`config.mk`:
```
export PLATFORM = sky130hd
export DESIGN_NAME = audio_agc_hang_softclip
export DESIGN_NICKNAME = d
export VERILOG_FILES = /design/src/hw/rtl/agc_pkg.sv /design/src/hw/rtl/audio_agc_hang_softclip.sv /design/src/hw/rtl/agc_env.sv /design/src/hw/rtl/agc_divmul.sv
export SDC_FILE = /design/constraint.sdc
export NUM_CORES = 1
export LEC_CHECK = 0
export ABC_AREA = 1
export BUFFER_PORTS_ARGS = -buffer_cell sky130_fd_sc_hd__buf_4
export CORE_MARGIN = 1
export CORE_UTILIZATION = 44
export CTS_CLUSTER_DIAMETER = 50
export DETAILED_ROUTE_END_ITERATION = 7
export GPL_ROUTABILITY_DRIVEN = 1
export GPL_TIMING_DRIVEN = 0
export PLACE_DENSITY_LB_ADDON = 0.3
export SYNTH_ARGS = -nofsm -noshare
export SYNTH_HDL_FRONTEND = slang
export SYNTH_SLANG_ARGS = --single-unit
```
`constraint.sdc`:
```
create_clock -name clk -period 8.2 [get_ports clk]
set_clock_uncertainty 0.05 [all_clocks]
set_input_delay 1.23 -clock clk [delete_from_list [all_inputs] [get_ports clk]]
set_output_delay 1.23 -clock clk [all_outputs]
set_load 0.02 [all_outputs]
```
`src/hw/rtl/agc_pkg.sv`:
```
`default_nettype none

package agc_pkg;

	localparam int SAMPLE_W          = 16;
	localparam int MAG_W             = 15;
	localparam int HANG_W            = 16;
	localparam int SHIFT_W           = 5;
	localparam int ENV_FRAC_BITS_DEF = 16;

	// quotient of the setpoint by a 15-bit magnitude fits 14 bits
	localparam int QUOT_W = 14;
	localparam int ACC_W  = 31;

	localparam logic [QUOT_W-1:0]   SETPOINT = 14'd16383;
	localparam logic [SAMPLE_W-1:0] LIMIT    = 16'd32767;

	localparam int CFG_IDX_W  = 2;
	localparam int CFG_DATA_W = 16;

	typedef logic [CFG_IDX_W-1:0] cfg_idx_t;

	localparam cfg_idx_t CFG_ATTACK_SHIFT = 2'd0;
	localparam cfg_idx_t CFG_DECAY_SHIFT  = 2'd1;
	localparam cfg_idx_t CFG_HANG_TICKS   = 2'd2;

	localparam logic [SHIFT_W-1:0] ATTACK_SHIFT_RST = 5'd2;
	localparam logic [SHIFT_W-1:0] DECAY_SHIFT_RST  = 5'd13;
	localparam logic [HANG_W-1:0]  HANG_TICKS_RST   = 16'd25000;

	typedef struct packed {
		logic [SHIFT_W-1:0] attack_shift;
		logic [SHIFT_W-1:0] decay_shift;
		logic [HANG_W-1:0]  hang_ticks;
	} agc_cfg_t;

	typedef enum logic [1:0] {
		MODE_ATTACK,
		MODE_HANG,
		MODE_DECAY
	} env_mode_t;

	typedef struct packed {
		logic calc;
		logic upd;
	} env_ctl_t;

	typedef struct packed {
		logic load;
		logic step;
	} div_ctl_t;

	typedef enum logic [2:0] {
		ST_IDLE,
		ST_CALC,
		ST_UPD,
		ST_LOAD,
		ST_DIV,
		ST_OUT
	} agc_state_t;

endpackage

`default_nettype wire

```
`src/hw/rtl/audio_agc_hang_softclip.sv`:
```
// Audio AGC with attack, hang and decay, then soft compression and clamp.
// Input channel pcm_in / pcm_in_valid / pcm_in_ready carries one signed
// 16-bit sample per beat; output channel audio_out / audio_out_valid /
// audio_out_ready returns exactly one processed sample per input beat, in order.
// Config: cfg_we writes cfg_data into register cfg_index (0 attack_shift,
// 1 decay_shift, 2 hang_ticks) on the same edge; other indexes are ignored.
// Write config only while the block is idle.
// Processing runs envelope calc and update, divider load, the serial
// divide/multiply that retires one quotient bit (14 bits) per cycle, and
// the output step. With a zero envelope integer part the divider is skipped.
// One sample is in flight at a time.
// A finished result sits in the output register, so the next input beat is
// taken while it waits; a stalled receiver holds the block after that sample.
// Reset: envelope and hang counter clear, registers take 2, 13 and 25000,
// output goes invalid.
`default_nettype none

module audio_agc_hang_softclip #(
	parameter int ENVELOPE_FRACTION_BITS = agc_pkg::ENV_FRAC_BITS_DEF
) (
	input  logic                                  clk,
	input  logic                                  arst_n,
	input  logic                                  pcm_in_valid,
	output logic                                  pcm_in_ready,
	input  logic signed [agc_pkg::SAMPLE_W-1:0]   pcm_in,
	output logic                                  audio_out_valid,
	input  logic                                  audio_out_ready,
	output logic signed [agc_pkg::SAMPLE_W-1:0]   audio_out,
	input  logic                                  cfg_we,
	input  logic        [agc_pkg::CFG_IDX_W-1:0]  cfg_index,
	input  logic        [agc_pkg::CFG_DATA_W-1:0] cfg_data
);
	import agc_pkg::*;

	agc_cfg_t                   cfg_q;
	agc_state_t                 state_q;
	agc_state_t                 state_d;
	logic signed [SAMPLE_W-1:0] pcm_q;
	logic signed [SAMPLE_W-1:0] audio_out_q;
	logic                       out_valid_q;
	logic                       out_free;
	logic                       out_load;
	env_ctl_t                   env_ctl;
	div_ctl_t                   div_ctl;
	logic        [MAG_W-1:0]    mag;
	logic signed [ACC_W-1:0]    product;
	logic                       div_done;

	logic                       neg;
	logic        [ACC_W-1:0]    abs_val;
	logic        [ACC_W-1:0]    soft_val;
	logic        [ACC_W-1:0]    clamp_val;
	logic        [SAMPLE_W-1:0] clip_mag;
	logic signed [SAMPLE_W-1:0] clip_out;

	always_ff @(posedge clk or negedge arst_n) begin
		if (!arst_n) begin
			cfg_q.attack_shift <= ATTACK_SHIFT_RST;
			cfg_q.decay_shift  <= DECAY_SHIFT_RST;
			cfg_q.hang_ticks   <= HANG_TICKS_RST;
		end else if (cfg_we) begin
			unique case (cfg_index)
				CFG_ATTACK_SHIFT: cfg_q.attack_shift <= cfg_data[SHIFT_W-1:0];
				CFG_DECAY_SHIFT:  cfg_q.decay_shift  <= cfg_data[SHIFT_W-1:0];
				CFG_HANG_TICKS:   cfg_q.hang_ticks   <= cfg_data[HANG_W-1:0];
				default: begin
				end
			endcase
		end
	end

	assign out_free = !out_valid_q || audio_out_ready;

	always_comb begin
		state_d = state_q;
		unique case (state_q)
			ST_IDLE: if (pcm_in_valid) state_d = ST_CALC;
			ST_CALC: state_d = ST_UPD;
			ST_UPD:  state_d = ST_LOAD;
			ST_LOAD: state_d = ST_DIV;
			ST_DIV:  if (div_done) state_d = ST_OUT;
			ST_OUT:  if (out_free) state_d = ST_IDLE;
			default: state_d = ST_IDLE;
		endcase
	end

	always_comb begin
		pcm_in_ready = (state_q == ST_IDLE);
		env_ctl.calc = (state_q == ST_CALC);
		env_ctl.upd  = (state_q == ST_UPD);
		div_ctl.load = (state_q == ST_LOAD);
		div_ctl.step = (state_q == ST_DIV) && !div_done;
		out_load     = (state_q == ST_OUT) && out_free;
	end

	always_ff @(posedge clk or negedge arst_n) begin
		if (!arst_n) begin
			state_q     <= ST_IDLE;
			out_valid_q <= 1'b0;
		end else begin
			state_q <= state_d;
			if (out_load) begin
				out_valid_q <= 1'b1;
			end else if (audio_out_ready) begin
				out_valid_q <= 1'b0;
			end
		end
	end

	always_ff @(posedge clk) begin
		if (pcm_in_valid && pcm_in_ready) begin
			pcm_q <= pcm_in;
		end
		if (out_load) begin
			audio_out_q <= clip_out;
		end
	end

	agc_env #(
		.ENV_FRAC_BITS(ENVELOPE_FRACTION_BITS)
	) u_env (
		.clk   (clk),
		.arst_n(arst_n),
		.ctl   (env_ctl),
		.cfg   (cfg_q),
		.sample(pcm_q),
		.mag   (mag)
	);

	agc_divmul u_divmul (
		.clk    (clk),
		.arst_n (arst_n),
		.ctl    (div_ctl),
		.mag    (mag),
		.sample (pcm_q),
		.product(product),
		.done   (div_done)
	);

	// symmetric soft knee at the setpoint, then clamp, on the magnitude
	always_comb begin
		neg     = product[ACC_W-1];
		abs_val = neg ? ACC_W'(-product) : ACC_W'(product);
		if (abs_val > ACC_W'(SETPOINT)) begin
			soft_val = ACC_W'(SETPOINT) + ((abs_val - ACC_W'(SETPOINT)) >> 1);
		end else begin
			soft_val = abs_val;
		end
		clamp_val = (soft_val > ACC_W'(LIMIT)) ? ACC_W'(LIMIT) : soft_val;
		clip_mag  = clamp_val[SAMPLE_W-1:0];
		clip_out  = neg ? -$signed(clip_mag) : $signed(clip_mag);
	end

	assign audio_out_valid = out_valid_q;
	assign audio_out       = audio_out_q;

	a_out_no_min: assert property (@(posedge clk) disable iff (!arst_n)
		audio_out_valid |-> audio_out != $signed({1'b1, {(SAMPLE_W-1){1'b0}}}))
		else $error("output reached negative full scale");

	a_accept_starts: assert property (@(posedge clk) disable iff (!arst_n)
		pcm_in_valid && pcm_in_ready |=> state_q == ST_CALC)
		else $error("accepted beat did not start processing");

	a_load_valid: assert property (@(posedge clk) disable iff (!arst_n)
		out_load |=> audio_out_valid && state_q == ST_IDLE)
		else $error("result load did not raise output valid");

endmodule

`default_nettype wire

```
`src/hw/rtl/agc_env.sv`:
```
`default_nettype none

module agc_env #(
	parameter int ENV_FRAC_BITS = agc_pkg::ENV_FRAC_BITS_DEF
) (
	input  logic                                clk,
	input  logic                                arst_n,
	input  agc_pkg::env_ctl_t                   ctl,
	input  agc_pkg::agc_cfg_t                   cfg,
	input  logic signed [agc_pkg::SAMPLE_W-1:0] sample,
	output logic        [agc_pkg::MAG_W-1:0]    mag
);
	import agc_pkg::*;

	localparam int EnvW = MAG_W + ENV_FRAC_BITS;
	localparam logic [EnvW-1:0] EnvMax = {{MAG_W{1'b1}}, {ENV_FRAC_BITS{1'b0}}};

	logic [EnvW-1:0]   env_q;
	logic [EnvW-1:0]   scaled;
	logic [EnvW-1:0]   delta_s1;
	logic [HANG_W-1:0] hold_q;
	env_mode_t         mode_s1;
	logic              attack;

	assign scaled = {sample[MAG_W-1:0], {ENV_FRAC_BITS{1'b0}}};
	assign attack = !sample[SAMPLE_W-1] && (sample != '0) && (scaled > env_q);
	assign mag    = env_q[EnvW-1:ENV_FRAC_BITS];

	always_ff @(posedge clk or negedge arst_n) begin
		if (!arst_n) begin
			mode_s1 <= MODE_HANG;
		end else if (ctl.calc) begin
			if (attack) begin
				mode_s1 <= MODE_ATTACK;
			end else if (hold_q != '0) begin
				mode_s1 <= MODE_HANG;
			end else begin
				mode_s1 <= MODE_DECAY;
			end
		end
	end

	always_ff @(posedge clk) begin
		if (ctl.calc) begin
			if (attack) begin
				delta_s1 <= (scaled - env_q) >> cfg.attack_shift;
			end else begin
				delta_s1 <= env_q >> cfg.decay_shift;
			end
		end
	end

	always_ff @(posedge clk or negedge arst_n) begin
		if (!arst_n) begin
			env_q  <= '0;
			hold_q <= '0;
		end else if (ctl.upd) begin
			unique case (mode_s1)
				MODE_ATTACK: begin
					env_q  <= env_q + delta_s1;
					hold_q <= cfg.hang_ticks;
				end
				MODE_HANG: begin
					hold_q <= hold_q - HANG_W'(1);
				end
				MODE_DECAY: begin
					env_q <= env_q - delta_s1;
				end
				default: begin
				end
			endcase
		end
	end

	a_env_max: assert property (@(posedge clk) disable iff (!arst_n)
		env_q <= EnvMax)
		else $error("envelope above full scale");

	a_attack_reload: assert property (@(posedge clk) disable iff (!arst_n)
		ctl.upd && mode_s1 == MODE_ATTACK |=> hold_q == $past(cfg.hang_ticks))
		else $error("hang counter not reloaded on attack");

	a_decay_no_grow: assert property (@(posedge clk) disable iff (!arst_n)
		ctl.upd && mode_s1 == MODE_DECAY |=> env_q <= $past(env_q))
		else $error("envelope grew during decay");

endmodule

`default_nettype wire

```
`src/hw/rtl/agc_divmul.sv`:
```
`default_nettype none

module agc_divmul (
	input  logic                                clk,
	input  logic                                arst_n,
	input  agc_pkg::div_ctl_t                   ctl,
	input  logic        [agc_pkg::MAG_W-1:0]    mag,
	input  logic signed [agc_pkg::SAMPLE_W-1:0] sample,
	output logic signed [agc_pkg::ACC_W-1:0]    product,
	output logic                                done
);
	import agc_pkg::*;

	localparam int CntW = $clog2(QUOT_W + 1);
	localparam int IdxW = $clog2(QUOT_W);

	logic        [MAG_W-1:0] div_q;
	logic        [MAG_W-1:0] rem_q;
	logic        [CntW-1:0]  cnt_q;
	logic        [IdxW-1:0]  bit_idx;
	logic        [MAG_W:0]   trial;
	logic        [MAG_W:0]   diff;
	logic                    ge;
	logic signed [ACC_W-1:0] acc_q;
	logic signed [ACC_W-1:0] addend;

	// restoring division, quotient MSB first; each quotient bit is folded
	// straight into a Horner-form multiply of the sample
	assign bit_idx = IdxW'(cnt_q - CntW'(1));
	assign trial   = {rem_q, SETPOINT[bit_idx]};
	assign diff    = trial - {1'b0, div_q};
	assign ge      = trial >= {1'b0, div_q};
	assign addend  = ge ? ACC_W'(sample) : '0;
	assign product = acc_q;
	assign done    = (cnt_q == '0);

	always_ff @(posedge clk or negedge arst_n) begin
		if (!arst_n) begin
			cnt_q <= '0;
		end else if (ctl.load) begin
			cnt_q <= (mag == '0) ? '0 : CntW'(QUOT_W);
		end else if (ctl.step) begin
			cnt_q <= cnt_q - CntW'(1);
		end
	end

	always_ff @(posedge clk) begin
		if (ctl.load) begin
			div_q <= mag;
			rem_q <= '0;
			acc_q <= (mag == '0) ? ACC_W'(sample) : '0;
		end else if (ctl.step) begin
			rem_q <= ge ? diff[MAG_W-1:0] : trial[MAG_W-1:0];
			acc_q <= (acc_q <<< 1) + addend;
		end
	end

	a_cnt_range: assert property (@(posedge clk) disable iff (!arst_n)
		cnt_q <= CntW'(QUOT_W))
		else $error("bit counter out of range");

	a_rem_below_div: assert property (@(posedge clk) disable iff (!arst_n)
		cnt_q != '0 |-> rem_q < div_q)
		else $error("partial remainder not below divisor");

	a_no_step_done: assert property (@(posedge clk) disable iff (!arst_n)
		ctl.step |-> !done)
		else $error("step issued after last quotient bit");

endmodule

`default_nettype wire

```
* Word-level counts from Yosys, hierarchy flattened
Memories as Yosys holds them, arrays and structs flattened.
Cells that the tools add are included.
** Word-level totals
- Register bits :: 207
- Bits in read-only memories :: 16
- Input bits :: 39
- Word-level logic and storage cells :: 96
- Memories :: 1
** Memories
- (no name shown) :: depth 16, width 1, rd ports 1, clocked after memory_dff 0, wr ports 0, line agc_divmul.sv:30 : assign trial = {rem_q, SETPOINT[bit_idx]};
** Cells by class
- Add/sub/neg operators :: 11
- $lt $le $gt $ge :: 5
- Eq/ne operators :: 12
- Shifts and indexed selects :: 2
- Muxes and demuxes :: 24
- Reductions and logical operators :: 26
** Operators by type and width (count)
- $mux 31 :: 7
- $add 31x31->31 :: 2
- $pmux 31 s2 :: 1
- $shr 31x5->31 :: 2
- $sub 31x31->31 :: 2
- $mux 16 :: 2
- $pmux 16 s2 :: 1
- $reduce_bool 16->1 :: 2
- $add 14x30->31 const A :: 1
- $gt 31x14->1 const B :: 1
- $gt 31x15->1 const B :: 1
- $gt 31x31->1 :: 1
- $neg 31->31 :: 1
- $sub 31x14->31 const B :: 1
- $pmux 3 s6 :: 1
- $ge 16x15->1 :: 1
- $neg 16->16 :: 1
- $sub 16x1->16 const B :: 1
- $logic_not 15->1 :: 1
- $mux 15 :: 1
- $sub 15x15->15 :: 1
- $mux 4 :: 3
- $reduce_and 2->1 :: 5
- $mux 3 :: 3
- other kinds (18) :: 37

* Longest topological paths before layout
- Depth in word-level cells :: 9
- Mapped depth :: 44

* Modules after synthesis
From an unflattened synthesis, not the netlist that was laid out.
** Unflattened totals
- Cell total of the unflattened synthesis :: 3464
- Area total of the unflattened synthesis :: 22115.0 um^2
** By module, submodules not included
- agc_env :: instances 1, cells an instance 1841, area each 10955.5 um^2, sequential area each 2158.3 um^2
- audio_agc_hang_softclip :: instances 1, cells an instance 917, area each 6009.5 um^2, sequential area each 1724.2 um^2
- agc_divmul :: instances 1, cells an instance 706, area each 5149.9 um^2, sequential area each 1781.7 um^2

* Worst setup path before layout
No wires, ideal clock.
- Path type :: register to register
- Start :: register u_divmul.div_q[2]
- End :: register u_divmul.acc_q[29], in the netlist u_divmul.product[29] (data pin)
- Setup time :: 0.291 ns
- Arrival time :: 5.641 ns
- Path slack :: 2.218 ns
- Cell stages (with the launch flop) :: 44
- Path buffers :: 1
- Period minus slack after synthesis :: 5.982 ns
- Path through :: edfxtp_1 > inv_1 > ha_1 > nand2_1 > nor2_1 > nor2_1 > o21ai_0 > a21oi_1 > o21bai_1 > a21oi_1 > inv_1 > a21oi_1 > o21ai_0 > nand2_1 > inv_1 > nor2_1 > o21bai_1 > nand2_1 > (+8 left out) > nand3_1 > nand2_1 > nand2_1 > nand2_1 > a21oi_1 > o21ai_0 > a21oi_1 > o21ai_0 > a21oi_1 > o21ai_0 > a21boi_0 > o21ai_0 > a21boi_0 > nor2_1 > nor2_1 > o21bai_1 > xor2_1 > o21ai_0
** Between the ends
- Longest elaborated chain between the ends :: 5
** RTL lines
- start, declared :: line agc_divmul.sv:17 : logic [MAG_W-1:0] div_q;
- start signal, assigned :: line agc_divmul.sv:49 : div_q <= mag;
- $ge 16x15->1 :: line agc_divmul.sv:32 : assign ge = trial >= {1'b0, div_q};
- $mux 31 :: line agc_divmul.sv:33 : assign addend = ge ? ACC_W'(sample) : '0;
- $add 31x31->31 :: line agc_divmul.sv:54 : acc_q <= (acc_q <<< 1) + addend;
- $mux 31 :: line agc_divmul.sv:52 : end else if (ctl.step) begin
- $mux 31 :: line agc_divmul.sv:48 : if (ctl.load) begin
- end signal, assigned :: line agc_divmul.sv:51 : acc_q <= (mag == '0) ? ACC_W'(sample) : '0;
- end signal, assigned :: line agc_divmul.sv:54
- end, declared :: line agc_divmul.sv:24 : logic signed [ACC_W-1:0] acc_q;
No other way between the ends. The select of a mux whose other input is x is not followed.
A chain may end at the register's enable or synchronous reset.

* Final worst setup path
Ends and elaborated chain as after synthesis.

==> results.cfg <==
[synthesis]
yosys.area.top_type = edfxtp_1
synth.distinct_cells = 62
syn_area_sq_um = 19850
post-synth-top-count-cell = nand2_1
ys_seq_area_share_pct = 28.54
synth_flop_cell = edfxtp_1
syn_avg_cell_area_sq_um = 6.662
synth_cells = 2979
synth_top_area_share_pct = 16.49
synthTopCellsByArea = edfxtp_1 16%, nand2_1 15%, dfrtp_1 9.1%
yosys_warnings = 0
synthArstFlopShare_pct = 40.10
synth_edf_count = 109
ys_top_cells_by_count = 802 x nand2_1, 316 x inv_1, 309 x o21ai_0
synthesis.nets = 3117
yosys_register_bits = 207

[flow_run]
max-cap-violations = 0

[grt]
grt-ovfl-total = 0
use_met2_pct = 49.22
antenna_found_initial = 0
grt_use_total_pct = 28.27
grt_pass1_vias = 19500
met1_usage_pct = 34.64
grt_busiest_layer = met2
grt_pass1_wl_mm = 103.3
grt_use_met3_pct = 2.879
grt_max_degree = 84

[worst_setup_path]
r2r_end = u_divmul.product[29]
required_ps = 8380
worstReg2RegStart = u_divmul.div_q[2]
startpoint = u_divmul.div_q[2]
critical_path_class = register to register
max_stage_delay_ps = 420
critPathCaptureType = register
startpoint_type = register
r2r_slack_ps = 650
cpMostUsedCell = nand2_1
cpMaxStageDelayCell = o21ai_0
cp_max_fo = 10
reg2regPathDepth = 43
arrival_ps = 7730

[cells_and_area]
synthToLayoutAreaGrowth_pct = 11.72
drive_gt1_share_pct = 9.097
multiInputGateArea_sq_um = 12420
ff_latch_area_sq_um = 5664
fin_area_sq_um = 22170
final_nets = 3213
fillCellCount = 4511
diodes = 0
post-route-util_pct = 50.03

[hold_path]
min_to = u_divmul.rem_q[3]
worst_hold_startpoint = u_divmul.rem_q[3]
hold_path.class = register to register
holdPathStages = 2

[floorplanning]
ios = 57
core_area_sq_um = 44320
dieArea_sq_um = 45960
rows = 77
die_x_um = 214.4
die_h_um = 214.4
start_util_pct = 44.78

[drt]
ant_nets = 0
dr.pass1.iters = 6
routed_wl_mm = 64.87
drt_iter0_drc = 1676
routedWlPerCell_um = 17.57
vias = 20320
post-route-drc-count = 0
viasPerCell = 5.502

[timing]
layout_worst_path_cycle_share_pct = 92.07
hold_slack_ps = 421.5
setup_violations = 0
min_period_ps = 7550
max-slew-margin-rel_pct = 16.01
max_freq_ghz = 0.1325
drv_slew = 0
final_hold_viol_count = 0
worst_pin_slew_ps = 1255
setup_tns_ps = 0
rsz0062_at_grt = false

[placement]
place_congestion = 0.9780
hpwl_mm = 51.81
io_buffers = 56
placed_area_sq_um = 21060

[pwr]
p_per_area_nw_per_um2 = 454.3
finalPower_mw = 10.07
ir_drop_mv = 0.2013
leakage_nw = 10.24

[clocking]
cts_tree = done
clk_pin_slew_ps = 60
cts_made_buffers = 34
root_buffer = clkbuf_16
postCtsHoldBufs = 0
htreeDepth = 2
cts_sinks = 207
cts_buffer_depth = 3
worstSkewPairLatency_ps = 540

[run_status]
status = finished clean
## critical path: cells and delay by family (launching register included)
| family | cells | cell delay, ps |
|---|---|---|
| XOR/XNOR | 1 | 150 |
| buffers and inverters | 7 | 700 |
| AO/OA/AOI/OAI | 18 | 3930 |
| flip-flops | 1 | 380 |
| adder cells (fa/ha/maj) | 3 | 770 |
| AND/OR/NAND/NOR | 14 | 1240 |
## flip-flops by register name, indices dropped and copies added (netlist names)
name / count
audio_out: 16
audio_out_valid: 1
cfg_q: 26
pcm_q: 16
state_q: 3
u_divmul.cnt_q: 4
u_divmul.div_q: 15
u_divmul.product: 31
u_divmul.rem_q: 15
u_env.delta_s1: 31
u_env.env_q: 31
u_env.hold_q: 16
u_env.mode_s1: 2
## cell type report
type / instances / area share, %
Clock buffer: 41 / 4.091
Multi-Input combinational cell: 2322 / 56.02
Clock inverter: 20 / 0.9029
Sequential cell: 207 / 25.55
Inverter: 346 / 5.875
Tap cell: 592 / 3.341
Buffer: 104 / 2.111
Timing Repair Buffer: 60 / 2.116
## stage by stage
stage	instances	setup slack, ps
floorplan	2979	2218
global placement	3627	1014
CTS	3692	674.1
finish	3692	650.3
global route	3692	75.25
detailed placement	3631	756.4
## layout by cell type, fill, tap and decap left out, types with 6 or more instances in the layout
master     instances
nand2_1          802
inv_1            316
o21ai_0          309
nor2_1           267
nand3_1          234
a21oi_1          136
edfxtp_1         109
ha_1              96
xor2_1            88
clkbuf_1          84
dfrtp_1           72
buf_4             58
xnor2_1           40
nand4_1           37
nor3_1            35
clkbuf_16         34
o211ai_1          30
nor2_2            25
nand2_2           24
inv_2             21
mux2i_1           21
or2_2             18
dfxtp_1           15
o22ai_1           14
a31oi_1           12
buf_6             12
nor2_4            12
o31ai_1           12
nand3b_1          11
buf_1             11
mux2_2            11
dfstp_2           11
nor4_1            10
nand3_2           10
o21bai_1           9
nand2_4            7
clkinv_1           7
o311ai_0           6
## how the worst max path moves through the flow
stage / endpoint / cells after the start
6_report: u_divmul.product[29] / 43
5_1_grt: u_divmul.product[29] / 43
4_1_cts: u_divmul.product[29] / 43
3_5_place_dp: u_divmul.product[29] / 43
3_3_place_gp: u_divmul.product[29] / 43
2_1_floorplan: u_divmul.product[29] / 43
## power by group
group,switching (mW),total (mW),internal (mW),leakage [nW]
logic,4.34,6.50,2.15,7.56
registers,0.512,2.18,1.67,2.15
clock network,0.559,1.40,0.840,0.529
total,5.42,10.1,4.66,10.2
## logic make-up (layout without fill, tap and decap cells)
group / Yosys count / count (layout) / share of synthesized area (%)
flip-flops: 207 / 207 / 28.54
XOR/XNOR: 128 / 128 / 5.649
multiplexers: 32 / 32 / 1.683
AO/OA/AOI/OAI: 562 / 562 / 15.62
AND/OR/NAND/NOR: 1501 / 1501 / 33.24
buffers and inverters: 450 / 571 / 8.915
adder cells (fa/ha/maj): 99 / 99 / 6.355
## routing by layer
| layer | share of wire [%] | up-vias |
|---|---|---|
| met5 | 0 | - |
| met4 | 5.3 | 0 |
| met3 | 4.7 | 159 |
| met2 | 48 | 635 |
| met1 | 42 | 9411 |
| li1 | - | 10110 |
## timing repair
| action | CTS | global route |
|---|---|---|
| resized for setup | 0 | 2 |
| buffers inserted | 0 | 0 |
| setup endpoints to repair | 0 | 1 |
Power figures use the tool's default switching activity.
